`config.mk`:
```
export PLATFORM = sky130hd
export DESIGN_NAME = keyboard_typematic_repeat
export DESIGN_NICKNAME = d
export VERILOG_FILES = /design/src/rtl/kbtr_pkg.sv /design/src/rtl/kbtr_div.sv /design/src/rtl/keyboard_typematic_repeat.sv
export SDC_FILE = /design/constraint.sdc
export NUM_CORES = 2
export LEC_CHECK = 0
export BUFFER_PORTS_ARGS = -buffer_cell sky130_fd_sc_hd__buf_2
export CORE_ASPECT_RATIO = 1.75
export CORE_MARGIN = 2
export CORE_UTILIZATION = 50
export DETAILED_ROUTE_END_ITERATION = 7
export PLACE_DENSITY = 0.69
export SLEW_MARGIN = 20
export SYNTH_ARGS = -nofsm -noshare
export SYNTH_HDL_FRONTEND = slang
export SYNTH_SLANG_ARGS = --single-unit
```
`constraint.sdc`:
```
create_clock -name clk -period 17.2 [get_ports clk]
set_clock_uncertainty 0.1 [all_clocks]
set_input_delay 0.86 -clock clk [delete_from_list [all_inputs] [get_ports clk]]
set_output_delay 0.86 -clock clk [all_outputs]
set_load 0.03 [all_outputs]
```
`src/rtl/kbtr_pkg.sv`:
```
// ----------------------------------------------------------------------------
// kbtr_pkg
// Shared types, constants and opcodes of the typematic auto-repeat engine.
// ----------------------------------------------------------------------------
package kbtr_pkg;

    // Time base and sequence sizes.
    localparam int TIME_BITS          = 48;
    localparam int SEQ_BYTES          = 8;
    localparam int MAX_SEQ            = 8;
    localparam int KEY_SLOTS_MAX      = 6;
    localparam int KEY_SLOTS_DEFAULT  = 6;
    localparam int INTERVAL_W         = 20;
    localparam int DELAY_MS_W         = 14;
    localparam int RATE_W             = 10;
    localparam int DELAY_US_W         = 24;

    // Defaults used when a timing register holds zero.
    localparam logic [DELAY_MS_W-1:0] DEFAULT_DELAY_MS = DELAY_MS_W'(500);
    localparam logic [RATE_W-1:0]     DEFAULT_RATE_CPS = RATE_W'(10);

    // Unit conversions.
    localparam logic [INTERVAL_W-1:0] US_PER_SEC = INTERVAL_W'(1000000);
    localparam logic [DELAY_US_W-1:0] US_PER_MS  = DELAY_US_W'(1000);

    // Iterative divider sizes.
    localparam int DIV_NUM_W = INTERVAL_W;
    localparam int DIV_DEN_W = RATE_W;
    localparam int DIV_CNT_W = $clog2(DIV_NUM_W + 1);

    // Request opcodes.
    localparam logic [2:0] OP_TICK   = 3'd0;
    localparam logic [2:0] OP_RAW    = 3'd1;
    localparam logic [2:0] OP_SEQ    = 3'd2;
    localparam logic [2:0] OP_REMOVE = 3'd3;
    localparam logic [2:0] OP_CANCEL = 3'd4;

    // Configuration register indexes.
    localparam logic [1:0] REG_REPEAT_ENABLE = 2'd0;
    localparam logic [1:0] REG_DELAY_MS      = 2'd1;
    localparam logic [1:0] REG_RATE_CPS      = 2'd2;
    localparam logic [1:0] REG_CLICK_ENABLE  = 2'd3;

    // Characters that make up repeatable sequences.
    localparam logic [7:0] CH_BS     = 8'h08;
    localparam logic [7:0] CH_LF     = 8'h0A;
    localparam logic [7:0] CH_CR     = 8'h0D;
    localparam logic [7:0] CH_ESC    = 8'h1B;
    localparam logic [7:0] CH_SPACE  = 8'h20;
    localparam logic [7:0] CH_DEL    = 8'h7F;
    localparam logic [7:0] CH_BRACK  = 8'h5B;
    localparam logic [7:0] CH_THREE  = 8'h33;
    localparam logic [7:0] CH_TILDE  = 8'h7E;
    localparam logic [7:0] CH_UP     = 8'h41;
    localparam logic [7:0] CH_DOWN   = 8'h42;
    localparam logic [7:0] CH_RIGHT  = 8'h43;
    localparam logic [7:0] CH_LEFT   = 8'h44;

    // Divider request and response.
    typedef struct packed {
        logic                 start;
        logic [DIV_NUM_W-1:0] dividend;
        logic [DIV_DEN_W-1:0] divisor;
    } div_req_t;

    typedef struct packed {
        logic                 busy;
        logic                 done;
        logic [DIV_NUM_W-1:0] quotient;
    } div_rsp_t;

    // Repeat state; all zero means no repeat armed.
    typedef struct packed {
        logic                      active;
        logic                      pending;
        logic [7:0]                bound;
        logic [7:0]                pcode;
        logic [8*SEQ_BYTES-1:0]    seq;
        logic [3:0]                len;
        logic [TIME_BITS-1:0]      due;
        logic [INTERVAL_W-1:0]     interval;
    } rpt_t;

endpackage

```
`src/rtl/kbtr_div.sv`:
```
// ----------------------------------------------------------------------------
// kbtr_div
// Restoring divider that retires one quotient bit per clock cycle.
// ----------------------------------------------------------------------------
module kbtr_div
(
    input  logic               clk,
    input  logic               rst_n,
    input  kbtr_pkg::div_req_t req,
    output kbtr_pkg::div_rsp_t rsp
);

    logic                           busy_reg, busy_next;
    logic                           done_reg, done_next;
    logic [kbtr_pkg::DIV_CNT_W-1:0] cnt_reg, cnt_next;
    logic [kbtr_pkg::DIV_DEN_W-1:0] rem_reg, rem_next;
    logic [kbtr_pkg::DIV_DEN_W-1:0] den_reg, den_next;
    logic [kbtr_pkg::DIV_NUM_W-1:0] quo_reg, quo_next;
    logic [kbtr_pkg::DIV_DEN_W:0]   shifted;
    logic [kbtr_pkg::DIV_DEN_W:0]   diff;
    logic                           fits;

    // One trial subtraction per cycle.
    assign shifted = {rem_reg, quo_reg[kbtr_pkg::DIV_NUM_W-1]};
    assign diff    = shifted - {1'b0, den_reg};
    assign fits    = (shifted >= {1'b0, den_reg});

    always_comb
    begin
        busy_next = busy_reg;
        done_next = 1'b0;
        cnt_next  = cnt_reg;
        rem_next  = rem_reg;
        den_next  = den_reg;
        quo_next  = quo_reg;
        if (req.start)
        begin
            busy_next = 1'b1;
            cnt_next  = kbtr_pkg::DIV_CNT_W'(kbtr_pkg::DIV_NUM_W);
            rem_next  = '0;
            den_next  = req.divisor;
            quo_next  = req.dividend;
        end
        else if (busy_reg)
        begin
            rem_next = fits ? diff[kbtr_pkg::DIV_DEN_W-1:0]
                            : shifted[kbtr_pkg::DIV_DEN_W-1:0];
            quo_next = {quo_reg[kbtr_pkg::DIV_NUM_W-2:0], fits};
            cnt_next = cnt_reg - kbtr_pkg::DIV_CNT_W'(1);
            if (cnt_reg == kbtr_pkg::DIV_CNT_W'(1))
            begin
                busy_next = 1'b0;
                done_next = 1'b1;
            end
        end
    end

    always_ff @(posedge clk or negedge rst_n)
    begin
        if (!rst_n)
        begin
            busy_reg <= 1'b0;
            done_reg <= 1'b0;
            cnt_reg  <= '0;
        end
        else
        begin
            busy_reg <= busy_next;
            done_reg <= done_next;
            cnt_reg  <= cnt_next;
        end
    end

    // Datapath registers carry no reset.
    always_ff @(posedge clk)
    begin
        rem_reg <= rem_next;
        den_reg <= den_next;
        quo_reg <= quo_next;
    end

    assign rsp.busy     = busy_reg;
    assign rsp.done     = done_reg;
    assign rsp.quotient = quo_reg;

endmodule

```
`src/rtl/keyboard_typematic_repeat.sv`:
```
// ----------------------------------------------------------------------------
// keyboard_typematic_repeat
// Typematic auto-repeat engine: forwards key sequences and re-emits
// repeatable ones on ticks after a delay, at a programmed rate.
// ----------------------------------------------------------------------------
//
// Channel   Direction  Handshake            Payload
// input     in         in_valid / in_ready  opcode, now_us, seq_bytes,
//                                           seq_len, key_slots
// output    out        out_valid/out_ready  out_bytes, out_len, is_repeat,
//                                           click
// config    in         psel/penable/pready  paddr, pwrite, pwdata, prdata
//
// A sequence that arms a repeat steps through SEQ, DIV (the restoring divider),
// ARM1, ARM2 and OUT; a tick through TICK, then DUE and OUT when it emits; other
// sequences through SEQ and OUT; raw reports through RAW; removals and cancels through CLEAR.
// in_ready is high only while the sequencer is idle; a finished result waits in
// the output register, and a new result stalls until that register drains.
// Reset is asynchronous.
//
module keyboard_typematic_repeat
#(
    parameter int KEY_SLOTS = kbtr_pkg::KEY_SLOTS_DEFAULT
)
(
    input  logic                           clk,
    input  logic                           rst_n,

    input  logic                           in_valid,
    output logic                           in_ready,
    input  logic [2:0]                     opcode,
    input  logic [kbtr_pkg::TIME_BITS-1:0] now_us,
    input  logic [63:0]                    seq_bytes,
    input  logic [3:0]                     seq_len,
    input  logic [47:0]                    key_slots,

    output logic                           out_valid,
    input  logic                           out_ready,
    output logic [63:0]                    out_bytes,
    output logic [3:0]                     out_len,
    output logic                           is_repeat,
    output logic                           click,

    input  logic                           psel,
    input  logic                           penable,
    input  logic                           pwrite,
    input  logic [3:0]                     paddr,
    input  logic [31:0]                    pwdata,
    output logic [31:0]                    prdata,
    output logic                           pready
);

    typedef enum logic [3:0] {
        S_IDLE,
        S_TICK,
        S_DUE,
        S_RAW,
        S_SEQ,
        S_DIV,
        S_ARM1,
        S_ARM2,
        S_CLEAR,
        S_OUT
    } state_t;

    localparam int TB = kbtr_pkg::TIME_BITS;

    // Configuration registers.
    logic                              repeat_enable_reg;
    logic [kbtr_pkg::DELAY_MS_W-1:0]   repeat_delay_ms_reg;
    logic [kbtr_pkg::RATE_W-1:0]       repeat_rate_cps_reg;
    logic                              click_enable_reg;
    logic                              cfg_write;
    logic [1:0]                        cfg_index;

    // Sequencer and repeat state.
    state_t                            state_reg, state_next;
    kbtr_pkg::rpt_t                    rpt_reg, rpt_next;
    logic [7:0]                        prior_reg [KEY_SLOTS];
    logic [7:0]                        prior_next [KEY_SLOTS];

    // Latched request.
    logic [2:0]                        op_reg, op_next;
    logic [TB-1:0]                     now_reg, now_next;
    logic [63:0]                       bytes_reg, bytes_next;
    logic [3:0]                        len_reg, len_next;
    logic [47:0]                       slots_reg, slots_next;
    logic [kbtr_pkg::DELAY_US_W-1:0]   delay_us_reg, delay_us_next;

    // Pending result and output register.
    logic [63:0]                       res_bytes_reg, res_bytes_next;
    logic [3:0]                        res_len_reg, res_len_next;
    logic                              res_rep_reg, res_rep_next;
    logic                              res_click_reg, res_click_next;
    logic                              out_valid_reg, out_valid_next;
    logic [63:0]                       out_bytes_reg, out_bytes_next;
    logic [3:0]                        out_len_reg, out_len_next;
    logic                              out_rep_reg, out_rep_next;
    logic                              out_click_reg, out_click_next;

    // Divider link.
    kbtr_pkg::div_req_t                div_req;
    kbtr_pkg::div_rsp_t                div_rsp;

    // Shared time compare and decode helpers.
    logic [TB-1:0]                     due_diff;
    logic                              now_before_due;
    logic                              due_before_now;
    logic [kbtr_pkg::DELAY_MS_W-1:0]   delay_ms_eff;
    logic [kbtr_pkg::RATE_W-1:0]       rate_eff;
    logic [63:0]                       masked_bytes;
    logic [3:0]                        eff_len;
    logic                              arm;
    logic [7:0]                        codes [KEY_SLOTS];
    logic                              bound_down;
    logic                              any_key;
    logic [7:0]                        fresh;
    logic                              seen;

    // Repeatable sequences: printable characters, CR, LF, BS, DEL,
    // the four arrows and the delete key.
    function automatic logic is_repeatable(input logic [63:0] b, input logic [3:0] len,
                                           input logic en);
        logic [7:0] c0;
        logic [7:0] c1;
        logic [7:0] c2;
        logic [7:0] c3;
        logic       r;
        c0 = b[7:0];
        c1 = b[15:8];
        c2 = b[23:16];
        c3 = b[31:24];
        r  = 1'b0;
        if (!en || len == 4'd0 || 32'(len) > kbtr_pkg::MAX_SEQ)
            r = 1'b0;
        else if (len == 4'd1)
            r = (c0 == kbtr_pkg::CH_LF) || (c0 == kbtr_pkg::CH_CR) ||
                (c0 == kbtr_pkg::CH_BS) || (c0 == kbtr_pkg::CH_DEL) ||
                ((c0 >= kbtr_pkg::CH_SPACE) && (c0 < kbtr_pkg::CH_DEL));
        else if (len == 4'd3 && c0 == kbtr_pkg::CH_ESC && c1 == kbtr_pkg::CH_BRACK)
            r = (c2 == kbtr_pkg::CH_UP) || (c2 == kbtr_pkg::CH_DOWN) ||
                (c2 == kbtr_pkg::CH_RIGHT) || (c2 == kbtr_pkg::CH_LEFT);
        else if (len == 4'd4 && c0 == kbtr_pkg::CH_ESC && c1 == kbtr_pkg::CH_BRACK &&
                 c2 == kbtr_pkg::CH_THREE && c3 == kbtr_pkg::CH_TILDE)
            r = 1'b1;
        return r;
    endfunction

    // Configuration port: writes land on the access cycle.
    assign pready    = 1'b1;
    assign cfg_write = psel && penable && pwrite;
    assign cfg_index = paddr[3:2];

    always_ff @(posedge clk or negedge rst_n)
    begin
        if (!rst_n)
        begin
            repeat_enable_reg   <= 1'b1;
            repeat_delay_ms_reg <= '0;
            repeat_rate_cps_reg <= '0;
            click_enable_reg    <= 1'b0;
        end
        else if (cfg_write)
        begin
            unique case (cfg_index)
                kbtr_pkg::REG_REPEAT_ENABLE: repeat_enable_reg <= pwdata[0];
                kbtr_pkg::REG_DELAY_MS:
                    repeat_delay_ms_reg <= pwdata[kbtr_pkg::DELAY_MS_W-1:0];
                kbtr_pkg::REG_RATE_CPS:
                    repeat_rate_cps_reg <= pwdata[kbtr_pkg::RATE_W-1:0];
                kbtr_pkg::REG_CLICK_ENABLE:  click_enable_reg <= pwdata[0];
                default: ;
            endcase
        end
    end

    // Register read back.
    always_comb
    begin
        unique case (cfg_index)
            kbtr_pkg::REG_REPEAT_ENABLE: prdata = {31'd0, repeat_enable_reg};
            kbtr_pkg::REG_DELAY_MS:      prdata = 32'(repeat_delay_ms_reg);
            kbtr_pkg::REG_RATE_CPS:      prdata = 32'(repeat_rate_cps_reg);
            kbtr_pkg::REG_CLICK_ENABLE:  prdata = {31'd0, click_enable_reg};
            default:                     prdata = '0;
        endcase
    end

    // Wrapping time order between the stored due time and the request time.
    assign due_diff       = rpt_reg.due - now_reg;
    assign now_before_due = (due_diff != '0) && !due_diff[TB-1];
    assign due_before_now = due_diff[TB-1] && (due_diff[TB-2:0] != '0);

    assign delay_ms_eff = (repeat_delay_ms_reg == '0) ? kbtr_pkg::DEFAULT_DELAY_MS
                                                      : repeat_delay_ms_reg;
    assign rate_eff     = (repeat_rate_cps_reg == '0) ? kbtr_pkg::DEFAULT_RATE_CPS
                                                      : repeat_rate_cps_reg;

    // Sequence length clamp and byte mask.
    assign eff_len = (len_reg > 4'd8) ? 4'd8 : len_reg;

    always_comb
    begin
        for (int i = 0; i < kbtr_pkg::SEQ_BYTES; i++)
            masked_bytes[8*i +: 8] = (4'(i) < eff_len) ? bytes_reg[8*i +: 8] : 8'd0;
    end

    assign arm = is_repeatable(masked_bytes, len_reg, repeat_enable_reg);

    // Raw report decode: bound key still held, any key down, first new key.
    always_comb
    begin
        bound_down = 1'b0;
        any_key    = 1'b0;
        fresh      = 8'd0;
        seen       = 1'b0;
        for (int i = 0; i < KEY_SLOTS; i++)
        begin
            codes[i] = slots_reg[8*i +: 8];
            if (codes[i] == rpt_reg.bound)
                bound_down = 1'b1;
            if (codes[i] != 8'd0)
                any_key = 1'b1;
        end
        for (int i = 0; i < KEY_SLOTS; i++)
        begin
            if (fresh == 8'd0 && codes[i] != 8'd0)
            begin
                seen = 1'b0;
                for (int j = 0; j < KEY_SLOTS; j++)
                    if (prior_reg[j] == codes[i])
                        seen = 1'b1;
                if (!seen)
                    fresh = codes[i];
            end
        end
    end

    // Sequencer next-state logic.
    always_comb
    begin
        state_next     = state_reg;
        rpt_next       = rpt_reg;
        prior_next     = prior_reg;
        op_next        = op_reg;
        now_next       = now_reg;
        bytes_next     = bytes_reg;
        len_next       = len_reg;
        slots_next     = slots_reg;
        delay_us_next  = delay_us_reg;
        res_bytes_next = res_bytes_reg;
        res_len_next   = res_len_reg;
        res_rep_next   = res_rep_reg;
        res_click_next = res_click_reg;
        div_req.start    = 1'b0;
        div_req.dividend = kbtr_pkg::US_PER_SEC;
        div_req.divisor  = rate_eff;

        // The output register drains independently of the sequencer.
        out_valid_next = out_valid_reg && !out_ready;
        out_bytes_next = out_bytes_reg;
        out_len_next   = out_len_reg;
        out_rep_next   = out_rep_reg;
        out_click_next = out_click_reg;

        unique case (state_reg)
            S_IDLE:
            begin
                if (in_valid)
                begin
                    op_next    = opcode;
                    now_next   = now_us;
                    bytes_next = seq_bytes;
                    len_next   = seq_len;
                    slots_next = key_slots;
                    priority case (opcode)
                        kbtr_pkg::OP_TICK:   state_next = S_TICK;
                        kbtr_pkg::OP_RAW:    state_next = S_RAW;
                        kbtr_pkg::OP_SEQ:    state_next = S_SEQ;
                        kbtr_pkg::OP_REMOVE: state_next = S_CLEAR;
                        kbtr_pkg::OP_CANCEL: state_next = S_CLEAR;
                        default:             state_next = S_IDLE;
                    endcase
                end
            end

            // Tick: bind a pending repeat, then check whether one is due.
            S_TICK:
            begin
                state_next = S_IDLE;
                if (rpt_reg.pending && rpt_reg.pcode != 8'd0)
                begin
                    rpt_next.bound   = rpt_reg.pcode;
                    rpt_next.active  = 1'b1;
                    rpt_next.pending = 1'b0;
                    rpt_next.pcode   = 8'd0;
                    if (due_before_now)
                        rpt_next.due = now_reg;
                end
                if (rpt_next.active)
                begin
                    if (rpt_next.bound == 8'd0)
                        rpt_next = '0;
                    else if (now_before_due)
                        state_next = S_IDLE;
                    else if (rpt_reg.interval == '0)
                        rpt_next = '0;
                    else
                        state_next = S_DUE;
                end
            end

            // Repeat emission and next due time.
            S_DUE:
            begin
                rpt_next.due   = now_reg + TB'(rpt_reg.interval);
                res_bytes_next = rpt_reg.seq;
                res_len_next   = rpt_reg.len;
                res_rep_next   = 1'b1;
                res_click_next = click_enable_reg;
                state_next     = S_OUT;
            end

            // Raw report: release check, new key capture, key history.
            S_RAW:
            begin
                state_next = S_IDLE;
                if (rpt_reg.active && rpt_reg.bound != 8'd0 && !bound_down)
                    rpt_next = '0;
                if (fresh != 8'd0)
                    rpt_next.pcode = fresh;
                else if (!any_key)
                    rpt_next = '0;
                for (int i = 0; i < KEY_SLOTS; i++)
                    prior_next[i] = codes[i];
                if (rpt_next.pending && rpt_next.pcode != 8'd0)
                begin
                    rpt_next.bound   = rpt_next.pcode;
                    rpt_next.active  = 1'b1;
                    rpt_next.pending = 1'b0;
                    rpt_next.pcode   = 8'd0;
                    if (due_before_now)
                        rpt_next.due = now_reg;
                end
            end

            // Key sequence: forward it, and start arming if repeatable.
            S_SEQ:
            begin
                state_next = S_OUT;
                if (len_reg == 4'd0)
                begin
                    rpt_next       = '0;
                    res_bytes_next = '0;
                    res_len_next   = 4'd0;
                    res_rep_next   = 1'b0;
                    res_click_next = 1'b0;
                end
                else
                begin
                    if (rpt_reg.active || rpt_reg.pending)
                        rpt_next = '0;
                    res_bytes_next = masked_bytes;
                    res_len_next   = eff_len;
                    res_rep_next   = 1'b0;
                    res_click_next = click_enable_reg;
                    if (arm)
                    begin
                        div_req.start = 1'b1;
                        delay_us_next = kbtr_pkg::DELAY_US_W'(delay_ms_eff) *
                                        kbtr_pkg::US_PER_MS;
                        state_next    = S_DIV;
                    end
                end
            end

            S_DIV:
            begin
                if (div_rsp.done)
                    state_next = S_ARM1;
            end

            // Arm the repeat with the computed interval and delay.
            S_ARM1:
            begin
                rpt_next.seq      = res_bytes_reg;
                rpt_next.len      = len_reg;
                rpt_next.pending  = 1'b1;
                rpt_next.active   = 1'b0;
                rpt_next.bound    = 8'd0;
                rpt_next.interval = div_rsp.quotient;
                rpt_next.due      = now_reg + TB'(delay_us_reg);
                state_next        = S_ARM2;
            end

            // Bind at once if a new key is already waiting.
            S_ARM2:
            begin
                if (rpt_reg.pcode != 8'd0)
                begin
                    rpt_next.bound   = rpt_reg.pcode;
                    rpt_next.active  = 1'b1;
                    rpt_next.pending = 1'b0;
                    rpt_next.pcode   = 8'd0;
                    if (due_before_now)
                        rpt_next.due = now_reg;
                end
                state_next = S_OUT;
            end

            // Device removal also forgets the key history; cancel does not.
            S_CLEAR:
            begin
                rpt_next = '0;
                if (op_reg == kbtr_pkg::OP_REMOVE)
                    for (int i = 0; i < KEY_SLOTS; i++)
                        prior_next[i] = 8'd0;
                state_next = S_IDLE;
            end

            // Hand the result to the output register once it is free.
            S_OUT:
            begin
                if (!out_valid_reg || out_ready)
                begin
                    out_valid_next = 1'b1;
                    out_bytes_next = res_bytes_reg;
                    out_len_next   = res_len_reg;
                    out_rep_next   = res_rep_reg;
                    out_click_next = res_click_reg;
                    state_next     = S_IDLE;
                end
            end

            default: state_next = S_IDLE;
        endcase
    end

    // State, repeat registers and output valid.
    always_ff @(posedge clk or negedge rst_n)
    begin
        if (!rst_n)
        begin
            state_reg     <= S_IDLE;
            rpt_reg       <= '0;
            out_valid_reg <= 1'b0;
            for (int i = 0; i < KEY_SLOTS; i++)
                prior_reg[i] <= 8'd0;
        end
        else
        begin
            state_reg     <= state_next;
            rpt_reg       <= rpt_next;
            out_valid_reg <= out_valid_next;
            prior_reg     <= prior_next;
        end
    end

    // Request and result payload registers.
    always_ff @(posedge clk)
    begin
        op_reg        <= op_next;
        now_reg       <= now_next;
        bytes_reg     <= bytes_next;
        len_reg       <= len_next;
        slots_reg     <= slots_next;
        delay_us_reg  <= delay_us_next;
        res_bytes_reg <= res_bytes_next;
        res_len_reg   <= res_len_next;
        res_rep_reg   <= res_rep_next;
        res_click_reg <= res_click_next;
        out_bytes_reg <= out_bytes_next;
        out_len_reg   <= out_len_next;
        out_rep_reg   <= out_rep_next;
        out_click_reg <= out_click_next;
    end

    // Interval divider: one million over the effective rate.
    kbtr_div u_div
    (
        .clk   (clk),
        .rst_n (rst_n),
        .req   (div_req),
        .rsp   (div_rsp)
    );

    assign in_ready  = (state_reg == S_IDLE);
    assign out_valid = out_valid_reg;
    assign out_bytes = out_bytes_reg;
    assign out_len   = out_len_reg;
    assign is_repeat = out_rep_reg;
    assign click     = out_click_reg;

`ifndef NO_ASSERTIONS
    // A repeat is never both waiting for a key and running.
    a_active_pending: assert property (@(posedge clk) disable iff (!rst_n)
        !(rpt_reg.active && rpt_reg.pending))
        else $error("repeat both active and pending");

    // A running repeat is always bound to a key.
    a_active_bound: assert property (@(posedge clk) disable iff (!rst_n)
        rpt_reg.active |-> (rpt_reg.bound != 8'd0))
        else $error("active repeat without bound key");

    // Repeat emissions always carry a non-empty sequence.
    a_repeat_len: assert property (@(posedge clk) disable iff (!rst_n)
        (out_valid_reg && out_rep_reg) |-> (out_len_reg != 4'd0))
        else $error("repeat emission with empty sequence");

    // The divider only finishes while the sequencer waits for it.
    a_div_done: assert property (@(posedge clk) disable iff (!rst_n)
        div_rsp.done |-> (state_reg == S_DIV))
        else $error("divider finished outside its wait state");
`endif

endmodule

```
==> flow_summary_export.csv <==
group,metric,value,unit
global_route,use_met1,31.6,%
drt,wl_per_cell,23.1,µm
sta,fin_tns_setup,0,ns
global_route,top_usage_layer,"met2",
layout,final_cell_mix,"338 x edfxtp_1, 298 x nand2_1, 274 x buf_2",
logic_synthesis,yosysWarnings,0,
placement,dp_hpwl,81.9,mm
global_route,grt_pass1_wl,174,mm
sta,worst_pin_slew,1.12,ns
critical_path,arrival,8.23,ns
drt,vias_per_cell,6.06,
power_and_ir_drop,max-vdd-ir-drop,0.000147,V
floorplanning,io_pins,315,
placement,gp_congestion,1.02,
critical_path,cp_max_fo,33,
job,maxCapViolations,0,
clocking,cts_inserted_buffers,56,
layout,postLayoutCellArea,41700,µm²
critical_path,required,17.61,ns
run_status,outcome,"finished, final reports clean",
global_route,grt_pass1_vias,30154,
logic_synthesis,synthCells,3746,
logic_synthesis,syn-cell-area,37800,µm²
logic_synthesis,syn_avg_cell_area,10.1,µm²
layout,layout_commonest_cell,"edfxtp_1",
power_and_ir_drop,finalPower,0.00853,W
sta,slew_viol_final,0,
clocking,cts_tree,"done",
sta,setup_violations,0,
logic_synthesis,synth_seq_cells,608,
clocking,cts_htree_levels,2,
global_route,grt_usage,29.0,%
sta,max_freq,128,MHz
power_and_ir_drop,power.density,204,nW/µm²
clocking,hold_buffers,0,
floorplanning,initial_core_util,50.4,%
clocking,postCtsSetupRepairBufs,0,
critical_path,slowest_stage,"a2111oi_2",
critical_path,start_kind,"flop",
logic_synthesis,postSynth.asyncResetShare,39.5,%
drt,num_vias,29874,
floorplanning,die_area,78000,µm²
min_path,hold_class,"input pin to asynchronous set/reset pin",
floorplanning,placementRows,133,
floorplanning,die_h,368,µm
logic_synthesis,yosysUniqueCellTypes,93,
clocking,cts-root-buf,"clkbuf_16",
clocking,cts_resized,0,
logic_synthesis,synth_edf_count,338,
layout,fillers,6534,
placement,port_buffers,275,
sta,rsz0062_at_grt,"no",
layout,fin_nets,4270,
drt,drt_wl_total,114,mm
sta,period_share,45.5,%
layout,largest_reg_flops,154,
logic_synthesis,seq_area_frac_synth,44.3,%
global_route,grt_util_met2,50.5,%
floorplanning,core_area,75100,µm²
logic_synthesis,synth-main-ff-cell,"edfxtp_1",
power_and_ir_drop,leakagePower,17.4,nW
clocking,path_clk_slew,0.07,ns
floorplanning,die_x,212,µm
critical_path,cpLargestDelayFamily,"compound AO/OA/AOI/OAI gates",
sta,hold_viol_final,0,
global_route,use_met3,5.83,%
critical_path,max_stage_delay,0.77,ns
critical_path,critPathCaptureType,"flop",
clocking,clock_path_buffers,3,
global_route,grt_antenna_before_repair,8,
clocking,clock_latency,0.67,ns
clocking,cts.sinks,608,
layout,drive_gt1_share,12.6,%
global_route,overflow,0,
critical_path,cp_cell_sequence,"inv_1 -> ha_1 -> nor2b_1 -> o31a_1 -> o21ai_0 -> a211oi_1 -> buf_4 -> o2111a_1 -> o31a_1 -> a211oi_1 -> o22ai_1 -> nor4_1 -> nor4b_1 -> a31oi_1 -> o22ai_1 -> a211oi_4 -> buf_4 -> and2_1 -> a2111oi_2 -> o311ai_1 -> a22o_1",
drt,drt_iter0_markers,2053,
sta,min_period,7.83,ns
critical_path,critPathKind,"flop to flop",
critical_path,crit_buf_inv,3,
global_route,grt_max_degree,88,
layout,area_growth,10.3,%
placement,dpl_cell_area,39800,µm²
drt,firstDrtPassIters,7,
drt,drc,0,
sta,max_slew_margin,25.4,%
drt,ant_nets,0,
[path summary, 6_finish.rpt]
path                                     startpoint                            endpoint  slack [ns]  cells after the start
min reg2reg                res_len_reg[0]$_DFFE_PP_                out_len[0]$_DFFE_PP_        0.32                      0
max in group asynchronous                     rst_n  repeat_delay_ms_reg[8]$_DFFE_PN0P_       15.61                      2
max                            now_reg[1]$_DFFE_PP_             rpt_reg[61]$_DFFE_PN0P_        9.37                     21
min in group clk                         now_us[15]               now_reg[15]$_DFFE_PP_        0.26                      1
max reg2reg                    now_reg[1]$_DFFE_PP_             rpt_reg[61]$_DFFE_PN0P_        9.37                     21
min                                           rst_n           prior_reg[46]$_DFFE_PN0P_        0.03                      1
[metrics by stage]
stage	utilization, %	instances	hold WS [ns]	setup WS, ns
global placement	53.0	4815	0.303	9.70
floorplan	-	3763	0.300	11.03
CTS	55.6	4921	0.0215	9.60
global route	55.6	4923	0.0495	9.03
detailed placement	53.0	4815	0.308	9.67
finish	55.6	4928	0.0274	9.37
[report_power, final]
group	internal [W]	leakage (nW)	switching (W)	total (W)
Combinational	0.00187	9.88	0.00260	0.00447
Clock	0.000716	0.936	0.000600	0.00132
Sequential	0.00207	6.55	0.000667	0.00274
Total	0.00466	17.4	0.00386	0.00853
[cell usage after synthesis, types with 30 or more instances]
master	number	area [µm²]
nand4_1	73	457
ha_1	153	1910
o221ai_1	36	315
o21a_1	46	345
buf_2	63	315
clkbuf_1	178	668
mux2i_1	72	721
nand2_1	299	1120
fa_1	45	901
mux2_2	33	372
a211oi_1	30	225
a21o_1	44	330
edfxtp_1	338	10100
inv_1	180	676
nand3_1	128	641
dfrtp_1	239	5980
xnor2_1	260	2280
o21ai_0	173	866
dfxtp_1	30	601
a21oi_1	168	841
xor2_1	173	1520
a22o_1	158	1380
nor4_1	71	444
nand2b_1	34	213
nor3_1	58	290
nor2_1	231	867
[cells by family (layout without fill, tap and decap cells)]
group / count (synthesis) / after routing / share of synthesized area (%)
other cells: 2 / 25 / 0.0198
xor+xnor: 433 / 433 / 10.0
flops: 608 / 608 / 44.3
fa+ha+maj: 198 / 198 / 7.44
buf+inv: 461 / 608 / 5.05
compound gates: 891 / 891 / 16.7
mux: 107 / 107 / 2.98
simple gates: 1046 / 1046 / 13.5
[per-layer routing]
| layer | wire length, µm | part of all wire [%] | vias up |
|---|---|---|---|
| li1 | - | - | 13790 |
| met4 | 8390 | 7.4 | 8 |
| met5 | 47 | 0.041 | - |
| met3 | 7890 | 6.9 | 444 |
| met2 | 57200 | 50 | 1181 |
| met1 | 40300 | 35 | 14451 |
[final cells by class]
type	count	area, µm²	area share (%)
clock inverters	32	367	0.878
clock buffers	74	1570	3.77
repair buffers	322	1760	4.21
diodes	6	15.0	0.0360
well taps	1012	1270	3.03
inverters	180	676	1.62
multi-input cells	2694	19300	46.3
flip-flops and latches	608	16800	40.1
No activity file was read; power rests on OpenSTA's default activity.
